==> src/hw/rtl/ptom_pkg.sv <==
// Shared types and constants for the price-time order matching book.
package ptom_pkg;

   localparam int DefaultBookDepth = 16;

   // Result status codes.
   localparam logic [1:0] STATUS_OK        = 2'd0;
   localparam logic [1:0] STATUS_FULL      = 2'd1;
   localparam logic [1:0] STATUS_SELL_IGN  = 2'd2;

   // Request actions.
   localparam logic ACTION_ADD   = 1'b0;
   localparam logic ACTION_MATCH = 1'b1;
   localparam logic SIDE_BUY     = 1'b0;
   localparam logic SIDE_SELL    = 1'b1;

   typedef struct packed {
      logic        action;
      logic [31:0] order_id;
      logic        side;
      logic [23:0] price;
      logic [19:0] quantity;
   } req_type;

   typedef struct packed {
      logic        trade_valid;
      logic [31:0] maker_id;
      logic [31:0] taker_id;
      logic [23:0] trade_price;
      logic [19:0] trade_quantity;
      logic [19:0] remaining_quantity;
      logic [1:0]  status;
      logic        best_valid;
      logic [31:0] best_id;
      logic [23:0] best_price;
      logic [19:0] best_quantity;
      logic        last;
   } rsp_type;

   // One resting order as held in a cell.
   typedef struct packed {
      logic        used;
      logic [31:0] id;
      logic [23:0] price;
      logic [19:0] quantity;
   } entry_type;

   // Command broadcast from the sequencer to every cell.
   typedef struct packed {
      logic        insert;
      logic        pop;
      logic        set_head_qty;
      logic [19:0] head_qty;
      entry_type   new_entry;
   } cell_cmd_type;

   typedef enum logic [1:0] {
      ST_IDLE,
      ST_MATCH
   } state_type;

endpackage

==> src/hw/rtl/ptom_cell.sv <==
// One book slot: holds an order and shifts with its neighbors on insert or pop.
module ptom_cell (
   input  logic                  clock,
   input  logic                  reset,
   input  ptom_pkg::cell_cmd_type cmd,
   input  ptom_pkg::entry_type   prev_entry,
   input  ptom_pkg::entry_type   next_entry,
   input  logic                  prev_goes_ahead,
   input  logic                  is_head,
   output ptom_pkg::entry_type   entry,
   output logic                  goes_ahead
);
   import ptom_pkg::*;

   entry_type entry_ff, entry_in;
   logic      used_ff, used_in;

   // The new order lands behind every order of equal or higher price.
   assign goes_ahead = used_ff && (entry_ff.price >= cmd.new_entry.price);

   always_comb begin
      entry_in      = entry_ff;
      entry_in.used = used_ff;
      if (cmd.insert) begin
         if (!goes_ahead) begin
            entry_in = prev_goes_ahead ? cmd.new_entry : prev_entry;
         end
      end else if (cmd.pop) begin
         entry_in = next_entry;
      end else if (cmd.set_head_qty && is_head) begin
         entry_in.quantity = cmd.head_qty;
      end
      used_in = entry_in.used;
   end

   always_ff @(posedge clock) begin
      if (reset) begin
         used_ff <= 1'b0;
      end else begin
         used_ff <= used_in;
      end
      entry_ff <= entry_in;
   end

   always_comb begin
      entry      = entry_ff;
      entry.used = used_ff;
   end
endmodule

==> src/hw/rtl/ptom_ctrl.sv <==
// Sequencer: decodes requests, runs one trade per cycle and forms results.
module ptom_ctrl (
   input  logic                   clock,
   input  logic                   reset,
   input  logic                   start,
   input  ptom_pkg::req_type      req_data,
   input  ptom_pkg::entry_type    head,
   input  ptom_pkg::entry_type    second,
   input  logic                   full,
   output logic                   busy,
   output logic                   rsp_strobe,
   output ptom_pkg::rsp_type      rsp_data,
   output ptom_pkg::cell_cmd_type cmd
);
   import ptom_pkg::*;

   state_type   state_ff, state_in;
   logic [31:0] sell_id_ff, sell_id_in;
   logic [23:0] sell_price_ff, sell_price_in;
   logic [19:0] rem_ff, rem_in;
   logic        strobe_ff, strobe_in;
   rsp_type     rsp_ff, rsp_in;
   logic        report_ff, report_in;
   logic [1:0]  rstat_ff, rstat_in;
   logic        rtrade_ff, rtrade_in;
   logic [31:0] rbuyer_ff, rbuyer_in;
   logic [23:0] rtp_ff, rtp_in;
   logic [19:0] rtq_ff, rtq_in;
   logic [19:0] rrem_ff, rrem_in;
   logic        rseller_ff, rseller_in;
   logic        rlast_ff, rlast_in;

   logic        can_trade;
   logic [19:0] tq;
   logic [19:0] rq_left;
   logic [19:0] rem_left;
   logic        head_pops;
   entry_type   after_head;
   logic        more;

   // One trade step against the head cell.
   always_comb begin
      can_trade  = (rem_ff != '0) && head.used && (sell_price_ff <= head.price);
      tq         = (rem_ff < head.quantity) ? rem_ff : head.quantity;
      rq_left    = head.quantity - tq;
      rem_left   = rem_ff - tq;
      head_pops  = (rq_left == '0);
      after_head = head_pops ? second : head;
      if (!head_pops) after_head.quantity = rq_left;
      more = (rem_left != '0) && after_head.used && (sell_price_ff <= after_head.price);
   end

   always_comb begin
      state_in      = state_ff;
      sell_id_in    = sell_id_ff;
      sell_price_in = sell_price_ff;
      rem_in        = rem_ff;
      report_in     = 1'b0;
      rstat_in      = STATUS_OK;
      rtrade_in     = 1'b0;
      rbuyer_in     = '0;
      rtp_in        = '0;
      rtq_in        = '0;
      rrem_in       = '0;
      rseller_in    = 1'b0;
      rlast_in      = 1'b1;
      cmd           = '0;
      cmd.new_entry = '{used: 1'b1, id: req_data.order_id, price: req_data.price,
                        quantity: req_data.quantity};
      busy          = (state_ff != ST_IDLE) || report_ff;
      unique case (state_ff)
         ST_IDLE: begin
            if (start && !busy) begin
               if (req_data.action == ACTION_ADD) begin
                  report_in = 1'b1;
                  if (req_data.side != SIDE_BUY) begin
                     rstat_in = STATUS_SELL_IGN;
                  end else if (full) begin
                     rstat_in = STATUS_FULL;
                  end else begin
                     cmd.insert = 1'b1;
                  end
               end else begin
                  sell_id_in    = req_data.order_id;
                  sell_price_in = req_data.price;
                  rem_in        = req_data.quantity;
                  state_in      = ST_MATCH;
               end
            end
         end
         ST_MATCH: begin
            report_in  = 1'b1;
            rseller_in = 1'b1;
            if (can_trade) begin
               rtrade_in = 1'b1;
               rbuyer_in = head.id;
               rtp_in    = head.price;
               rtq_in    = tq;
               rrem_in   = rem_left;
               rem_in    = rem_left;
               rlast_in  = !more;
               cmd.pop          = head_pops;
               cmd.set_head_qty = !head_pops;
               cmd.head_qty     = rq_left;
               if (!more) state_in = ST_IDLE;
            end else begin
               rrem_in  = rem_ff;
               state_in = ST_IDLE;
            end
         end
         default: state_in = ST_IDLE;
      endcase
   end

   // Results are built in the cycle after the trade so the best fields see the updated book.
   always_comb begin
      rsp_in = '0;
      rsp_in.trade_valid        = rtrade_ff;
      rsp_in.maker_id           = rbuyer_ff;
      rsp_in.taker_id           = rseller_ff ? sell_id_ff : '0;
      rsp_in.trade_price        = rtp_ff;
      rsp_in.trade_quantity     = rtq_ff;
      rsp_in.remaining_quantity = rrem_ff;
      rsp_in.status             = rstat_ff;
      rsp_in.best_valid         = head.used;
      rsp_in.best_id            = head.used ? head.id : '0;
      rsp_in.best_price         = head.used ? head.price : '0;
      rsp_in.best_quantity      = head.used ? head.quantity : '0;
      rsp_in.last               = rlast_ff;
      strobe_in                 = report_ff;
   end

   always_ff @(posedge clock) begin
      if (reset) begin
         state_ff  <= ST_IDLE;
         report_ff <= 1'b0;
         strobe_ff <= 1'b0;
      end else begin
         state_ff  <= state_in;
         report_ff <= report_in;
         strobe_ff <= strobe_in;
      end
      sell_id_ff    <= sell_id_in;
      sell_price_ff <= sell_price_in;
      rem_ff        <= rem_in;
      rstat_ff      <= rstat_in;
      rtrade_ff     <= rtrade_in;
      rbuyer_ff     <= rbuyer_in;
      rtp_ff        <= rtp_in;
      rtq_ff        <= rtq_in;
      rrem_ff       <= rrem_in;
      rseller_ff    <= rseller_in;
      rlast_ff      <= rlast_in;
      rsp_ff        <= rsp_in;
   end

   assign rsp_strobe = strobe_ff;
   assign rsp_data   = rsp_ff;
endmodule

==> src/hw/rtl/price_time_order_match.sv <==
// Top level of the price-time priority buy book with sell matching.
//
//  channel   ports                     direction  handshake
//  request   start, busy, req_data     in         taken when start && !busy
//  result    rsp_strobe, rsp_data      out        one strobe per result, no stall
//
// An add's single result passes through report_ff and then rsp_ff to the result ports.
// A match trades once per cycle in the head cell from the cycle after acceptance,
// at most BookDepth trades; each result passes through the report registers and then rsp_ff.
// Reset empties the book at once; slot contents are not cleared.
// busy stays high until the last result of a request is on the result ports.
module price_time_order_match #(
   parameter int BookDepth = ptom_pkg::DefaultBookDepth
) (
   input  logic              clock,
   input  logic              reset,
   input  logic              start,
   output logic              busy,
   input  ptom_pkg::req_type req_data,
   output logic              rsp_strobe,
   output ptom_pkg::rsp_type rsp_data
);
   import ptom_pkg::*;

   cell_cmd_type cmd;
   entry_type    entries [BookDepth];
   logic         ahead   [BookDepth];
   entry_type    empty_entry;

   assign empty_entry = '0;

   // Row of cells; cell 0 holds the best order and has nothing ahead of it.
   for (genvar g = 0; g < BookDepth; g++) begin : g_cell
      ptom_cell u_cell (
         .clock          (clock),
         .reset          (reset),
         .cmd            (cmd),
         .prev_entry     ((g == 0) ? empty_entry : entries[(g == 0) ? 0 : g - 1]),
         .next_entry     ((g == BookDepth - 1) ? empty_entry
                                               : entries[(g == BookDepth - 1) ? g : g + 1]),
         .prev_goes_ahead((g == 0) ? 1'b1 : ahead[(g == 0) ? 0 : g - 1]),
         .is_head        (g == 0),
         .entry          (entries[g]),
         .goes_ahead     (ahead[g])
      );
   end

   ptom_ctrl u_ctrl (
      .clock     (clock),
      .reset     (reset),
      .start     (start),
      .req_data  (req_data),
      .head      (entries[0]),
      .second    (entries[1]),
      .full      (entries[BookDepth - 1].used),
      .busy      (busy),
      .rsp_strobe(rsp_strobe),
      .rsp_data  (rsp_data),
      .cmd       (cmd)
   );

   // A pop and an insert never happen in the same cycle.
   a_cmd_excl: assert property (@(posedge clock) disable iff (reset)
      !(cmd.insert && (cmd.pop || cmd.set_head_qty)))
      else $error("insert overlaps a trade update");

   // An insert happens only on an accepted request.
   a_no_accept_busy: assert property (@(posedge clock) disable iff (reset)
      (busy && cmd.insert) |-> 1'b0)
      else $error("insert while busy");

   // An accepted request raises busy in the next cycle.
   a_strobe_after_work: assert property (@(posedge clock) disable iff (reset)
      (start && !busy) |=> busy)
      else $error("busy did not rise after a request");
endmodule

==> config.mk <==
export PLATFORM = sky130hd
export DESIGN_NAME = price_time_order_match
export DESIGN_NICKNAME = d
export VERILOG_FILES = /design/src/hw/rtl/ptom_pkg.sv /design/src/hw/rtl/ptom_cell.sv /design/src/hw/rtl/ptom_ctrl.sv /design/src/hw/rtl/price_time_order_match.sv
export SDC_FILE = /design/constraint.sdc
export NUM_CORES = 2
export LEC_CHECK = 0
export ABC_AREA = 1
export BUFFER_PORTS_ARGS = -buffer_cell sky130_fd_sc_hd__buf_2
export CORE_ASPECT_RATIO = 1.25
export CORE_MARGIN = 2
export CORE_UTILIZATION = 40
export DETAILED_ROUTE_END_ITERATION = 12
export SLEW_MARGIN = 20
export SYNTH_ARGS = -nofsm -noshare
export SYNTH_HDL_FRONTEND = slang
export SYNTH_SLANG_ARGS = --single-unit
==> constraint.sdc <==
create_clock -name clock -period 17.9 [get_ports clock]
set_input_delay 2.685 -clock clock [delete_from_list [all_inputs] [get_ports clock]]
set_output_delay 2.685 -clock clock [all_outputs]
set_load 0.01 [all_outputs]
After elaboration in Yosys (flattened, before gate mapping)
Index checks and enable logic that the tools add are counted.
{"block": "word_totals", "ff_bits": 1622, "latchBits": 0, "ramBits": 0, "rom_bits": 0, "input_bits": 81, "out_inout_bits": 211, "word_cells": 295, "n_memories": 0}
{"block": "op_classes", "add_sub_neg": 2, "multipliers": 0, "div_mod_pow": 0, "order_cmp": 19, "n_eq_ne": 20, "n_shift": 0, "n_mux": 105, "bitwise_logic": 2, "n_reduce_logical": 56}
{"op": "$mux 77", "count": 48}
{"op": "$mux 57", "count": 16}
{"op": "$mux 20", "count": 21}
{"op": "$ge 24x24->1", "count": 16}
{"op": "$le 24x24->1", "count": 2}
{"op": "$mux 22", "count": 2}
{"op": "$pmux 20 s2", "count": 1}
{"op": "$reduce_bool 20->1", "count": 2}
{"op": "$sub 20x20->20", "count": 2}
{"op": "$reduce_and 2->1", "count": 18}
{"op": "$ne 2x2->1 const B", "count": 17}
{"op": "$logic_and 1x1->1", "count": 21}
{"op": "$logic_not 20->1", "count": 1}
{"op": "$lt 20x20->1", "count": 1}
{"op": "$mux 1", "count": 10}
{"op": "$mux 2", "count": 5}
{"op": "$reduce_and 3->1", "count": 3}
{"op": "$reduce_bool 2->1", "count": 3}
{"op": "$pmux 2 s2", "count": 1}
{"op": "$reduce_or 4->1", "count": 1}
{"op": "$logic_not 1->1", "count": 3}
{"op": "$ne 3x3->1 const B", "count": 1}
{"op": "$reduce_bool 3->1", "count": 1}
{"op": "$reduce_or 3->1", "count": 1}
{"op": "other kinds (6)", "count": 7}

Longest topological paths before layout
{"block": "logic_depth", "depth_word": 10, "depth_mapped": 46, "ltp_nobuf": 42}

Modules after synthesis
A second synthesis with hierarchy kept.
{"block": "hier_totals", "cells_unflattened": 11256, "area_unflattened_um2": 92461.2}
{"mod": "ptom_cell (g_cell[0].u_cell ...)", "instances": 11, "cells_each": 582, "area_each_um2": 4748.3, "seq_area_each_um2": 2302.2}
{"mod": "ptom_cell (g_cell[5].u_cell ...)", "instances": 5, "cells_each": 582, "area_each_um2": 4754.6, "seq_area_each_um2": 2302.2}
{"mod": "ptom_ctrl", "instances": 1, "cells_each": 1942, "area_each_um2": 16449.5, "seq_area_each_um2": 8548.2}
{"mod": "price_time_order_match", "instances": 1, "cells_each": 2, "area_each_um2": 7.5, "seq_area_each_um2": 0.0}

Worst setup path after synthesis
No wires, ideal clock.
{"block": "synth_path", "path_kind": "input to register", "startpoint": "input port req_data[21] in the netlist's numbering", "endpoint": "register g_cell[14].u_cell.entry_ff (netlist bit g_cell[14].u_cell.entry[0]), enable pin", "setup_time_ps": 767, "t_arrival_ps": 6341, "required_ps": 17133, "path_slack_ps": 10793, "cell_stages": 23, "n_path_buf": 2, "path_cell_list": "inv_1 ha_1 a21boi_0 o21a_1 o21ai_0 nand2_1 nand2_1 nand2_1 nand2_1 nand2_1 nand2_1 nand2_1 nand2_1 nand2_1 nand2_1 nand2_1 a21oi_1 o21ai_0 nand2_1 nand2_1 clkbuf_1 clkbuf_1 nand2_1"}
{"block": "synth_via", "elab_chain_cells": 4}
{"element": "start, declared", "line": "price_time_order_match.sv:19", "text": "input ptom_pkg::req_type req_data,"}
{"element": "$ge 24x24->1", "line": "ptom_cell.sv:19", "text": "assign goes_ahead = used_ff && (entry_ff.price >= cmd.new_entry.price);"}
{"element": "$logic_and 1x1->1", "line": "ptom_cell.sv:19"}
{"element": "$ne 2x2->1 (no line)"}
{"element": "$reduce_and 2->1 (no line)"}
{"element": "end signal, assigned", "line": "ptom_cell.sv:42", "text": "entry_ff <= entry_in;"}
{"element": "end, declared", "line": "ptom_cell.sv:15", "text": "entry_type entry_ff, entry_in;"}
Every way passes these cells.
A chain may end at the register's enable or synchronous reset.

Final worst setup path
{"block": "layout_path", "startpoint": "register g_cell[0].u_cell.entry_ff (netlist bit g_cell[0].u_cell.entry[7])", "endpoint": "register u_ctrl.state_ff[0]"}
{"block": "layout_via", "elab_chain_cells": 9, "word_cells_on_any_way": 12, "cone_classes": "2 x add/sub; 2 x order compare; 1 x eq/ne; 2 x mux; 5 x reduce/logical"}
{"element": "start, declared", "line": "ptom_cell.sv:15"}
{"element": "start signal, assigned", "line": "ptom_cell.sv:42"}
{"element": "$lt 20x20->1 (*)", "line": "ptom_ctrl.sv:44", "text": "tq = (rem_ff < head.quantity) ? rem_ff : head.quantity;"}
{"element": "$mux 20 (*)", "line": "ptom_ctrl.sv:44"}
{"element": "net u_ctrl.tq[0]", "line": "ptom_ctrl.sv:34", "text": "logic [19:0] tq;"}
{"element": "$sub 20x20->20", "line": "ptom_ctrl.sv:45", "text": "rq_left = head.quantity - tq;"}
{"element": "$logic_not 20->1", "line": "ptom_ctrl.sv:47", "text": "head_pops = (rq_left == '0);"}
{"element": "$mux 77", "line": "ptom_ctrl.sv:48", "text": "after_head = head_pops ? second : head;"}
{"element": "$le 24x24->1 / $logic_and 1x1->1 (equally long branches)", "line": "ptom_ctrl.sv:50", "text": "more = (rem_left != '0) && after_head.used && (sell_price_ff <= after_head.price);"}
{"element": "$logic_and 1x1->1 (*)", "line": "ptom_ctrl.sv:50"}
{"element": "$ne 3x3->1 (no line) (*)"}
{"element": "$reduce_and 3->1 (no line) (*)"}
{"element": "end signal, assigned", "line": "ptom_ctrl.sv:139", "text": "state_ff <= state_in;"}
{"element": "end, declared", "line": "ptom_ctrl.sv:17", "text": "state_type state_ff, state_in;"}
Mark *: on every way through the listed nets, which the timed path passes. The rest lies on a longest branch.

==> impl_results.md <==
* TritonRoute pass-1 iters at 6
* Clock power share at 40.4%
* Mean Syn Cell Area at 9.58 um2
* First-pass GRT wire length at 423000 um
* CORE AREA at 197000 um2
* Die height at 501 um
* VDD IR max at 0.000108 V
* Synth Flop Type: edfxtp_1
* Synth unique cells at 52
* Final ANT Viol Nets at 0
* Yosys top cell by area: edfxtp_1
* Initial Utilization at 40.2%
* Hold depth at 0
* Fmax at 119 MHz
* Leakage Power at 0.0390 uW
* Final worst path period share at 46.9%
* Clk_lat worst skew at 0.86 ns
* Critical path type: reg -> reg
* Synth Cell Area at 79000 um2
* Crit path time final at 8.40 ns
* Syn Inst Count at 8249
* Clock transition at path regs at 0.07 ns
* Async SR Flop Fraction at 0%
* Root Driver: clkbuf_16
* Multi-input logic area at 29700 um2
* Die Area at 201000 um2
* Worst EP arrival at 9.11 ns
* Worst r2r path cells at 41
* Num CTS Buffers at 165
* Post-synth EDFFs at 1292
* Via Count at 65800
* Port buffer count at 291
* Final-report hold violation count at 0
* Synth area leaders: edfxtp_1 (49%), nand2_1 (13%), dfxtp_1 (8.3%)
* Routed wire per std cell at 26.4 um
* DRT iter0 DRCs at 7948
* Post-Syn Nets at 8777
* Worst Path Buf+Inv at 6
* Worst Tran Pin Value at 1.23 ns
* GPL Wtd Cong at 0.965
* Seq pwr share at 49.1%
* Crit-path most repeated cell: nand2_1
* Detailed Place HPWL at 181000 um
* Stages on worst setup path at 41
* Post CTS Setup Buffer Count at 0
* GRT overflow at 0
* Delay-heaviest family, CP: simple AND/OR/NAND/NOR gates
* Power Internal at 6380 uW
* Register area at 45400 um2
* CTS Buffer Depth at 3
* CP endpoint kind: flop
* Final WL at 291000 um
* Fin Hold WS at 0.314 ns
* Total number of yosys warnings at 0
* RSZ-0062 raised after global routing: false
* Antenna violations before repair at 8
* Syn-to-layout area delta at 12.0%
* Rel. slew slack at 18.0%
* Number of synthesized register bits at 1621
* Sw Ratio at 26.9%
* # clock sinks at 1621
* Max stage delay on crit path at 0.99 ns
* Final Slew Violations at 0
* Max-cap viol count at 0
* TritonCTS clock tree: built
* P per Cell Area at 98.5 nW/um2
* Worst hold path type: reg -> reg
* Number of global-route vias before repair at 63500
* Combinational share of power at 10.5%
* Vias per std cell at 5.96
* DRC at 0
* Sequential fraction of the synthesis area at 57.4%
* Row count at 182
* Layout Skew at 0.0635 ns
* DIE WIDTH at 402 um
* Total GRT Usage at 28.1%
* Setup violations, final at 0
* Fill count at 18700
* Post-CTS Hold Fix Bufs at 0
* Crit start category: flop
* CP max FO at 64
* I/O pins at 292
* Psw at 2340 uW
* CP required at 18.61 ns
* H-Tree Level Count at 4
* Share of cells above drive strength 1 at 8.95%
* Nets@finish at 8843
* Worst path slowest cell: o21ai_0
* Setup TNS at 0 ns
* Post-CTS resize count at 0
* Status: complete, no violations
* Top cell type's share of synthesized area at 49.1%
* Largest net degree at the start of global routing at 153
kinds of logic after synthesis:
logic type	Yosys count	synth area share, %
AO/OA/AOI/OAI	1744	13.6
XOR/XNOR	5	0.0554
adder cells (fa/ha/maj)	447	7.08
buffers and inverters	1152	5.51
flip-flops	1621	57.4
AND/OR/NAND/NOR	3280	16.3
cell usage after synthesis (5+ instances only):
cell and count:
a22oi_1 76, nand4_1 68, nand2_1 2679, nor4_1 7, a21boi_0 11, edfxtp_1 1292
o22ai_1 990, o221a_2 6, inv_2 8, o21a_1 14, ha_1 447, inv_1 639
dfxtp_1 329, nor2_2 8, o21bai_1 10, nor2_4 5, a21oi_1 243, buf_2 6
clkbuf_1 439, nand3_1 156, nor3_1 26, o211ai_1 15, buf_1 51, o21ai_1 14
nand2_2 8, clkinv_1 5, nand3_2 5, o21ai_0 237, o221ai_1 78, a211oi_1 31
nor2_1 306
power groups by stage:
| stage | sequential [uW] | combinational [uW] | clock, uW |
|---|---|---|---|
| floorplan | 4340 | 566 | 0 |
| global route | 4290 | 995 | 3690 |
| CTS | 4280 | 895 | 3560 |
| detailed placement | 4360 | 890 | 0 |
| finish | 4280 | 915 | 3520 |
| global placement | 4360 | 872 | 0 |
stage by stage:
stage	util, %	std cells	instance area (um2)	setup slack, ns	total power, uW
floorplan	-	8249	79000	10.79	4900
global placement	42.2	10700	83000	9.53	5230
detailed placement	42.2	10700	83000	9.49	5250
CTS	45.0	11000	88500	9.71	8730
global route	45.0	11000	88500	9.06	8980
finish	45.0	11000	88500	9.50	8720
metal layers:
metal | global-route usage (%) | routed length [um] | vias up
met5 | 0 | 40 | -
met1 | 35.8 | 112000 | 32000
met4 | 14.7 | 16200 | 6
met2 | 45.5 | 135000 | 3767
met3 | 5.13 | 28100 | 761
li1 | - | - | 29300
final timing paths:
kind                                       start                         endpoint  slack, ns
min               u_ctrl.rbuyer_ff[6]$_SDFF_PN0_     u_ctrl.rsp_data[182]$_DFF_P_       0.31
max reg2reg  g_cell[0].u_cell.entry[7]$_DFFE_PP_  u_ctrl.state_ff[0]$_SDFFE_PP0P_       9.50
max          g_cell[0].u_cell.entry[7]$_DFFE_PP_  u_ctrl.state_ff[0]$_SDFFE_PP0P_       9.50
min reg2reg       u_ctrl.rbuyer_ff[6]$_SDFF_PN0_     u_ctrl.rsp_data[182]$_DFF_P_       0.31
cell usage in the layout (no fill, tap or decap), drive strengths merged, types with 5 or more instances in the layout:
| master | n |
|---|---|
| nand2 | 2689 |
| edfxtp | 1292 |
| o22ai | 990 |
| inv | 659 |
| ha | 447 |
| buf | 399 |
| dfxtp | 329 |
| nor2 | 319 |
| o21ai | 252 |
| a21oi | 246 |
| clkbuf | 228 |
| nand3 | 163 |
| o221ai | 78 |
| a22oi | 76 |
| nand4 | 69 |
| clkinv | 66 |
| a211oi | 31 |
| nor3 | 26 |
| o211ai | 15 |
| o21a | 14 |
| a21boi | 11 |
| o21bai | 10 |
| nor4 | 7 |
| o221a | 6 |
| clkinvlp | 5 |
sequential cells by signal (all words and copies together) (netlist names):
signal / count
g_cell.u_cell.entry: 1216
u_ctrl.rsp_strobe: 1
u_ctrl.rrem_ff: 20
u_ctrl.rstat_ff: 2
u_ctrl.rem_ff: 20
u_ctrl.rbuyer_ff: 32
u_ctrl.rlast_ff: 1
u_ctrl.report_ff: 1
u_ctrl.rtrade_ff: 1
u_ctrl.rtq_ff: 20
u_ctrl.sell_price_ff: 24
u_ctrl.rseller_ff: 1
g_cell.u_cell.used_ff: 16
u_ctrl.rtp_ff: 24
u_ctrl.sell_id_ff: 32
u_ctrl.state_ff: 1
u_ctrl.rsp_data: 209
area by class of cell:
class	count	share of cell area (%)
tap	2576	3.64
clock buffer	228	5.33
clock inverter	81	0.835
inverter	652	2.78
timing repair buffer	399	2.59
antenna	3	0.00848
multi-input combinational	5476	33.5
sequential	1621	51.3
Note: power is estimated with default switching activity, not from simulation.
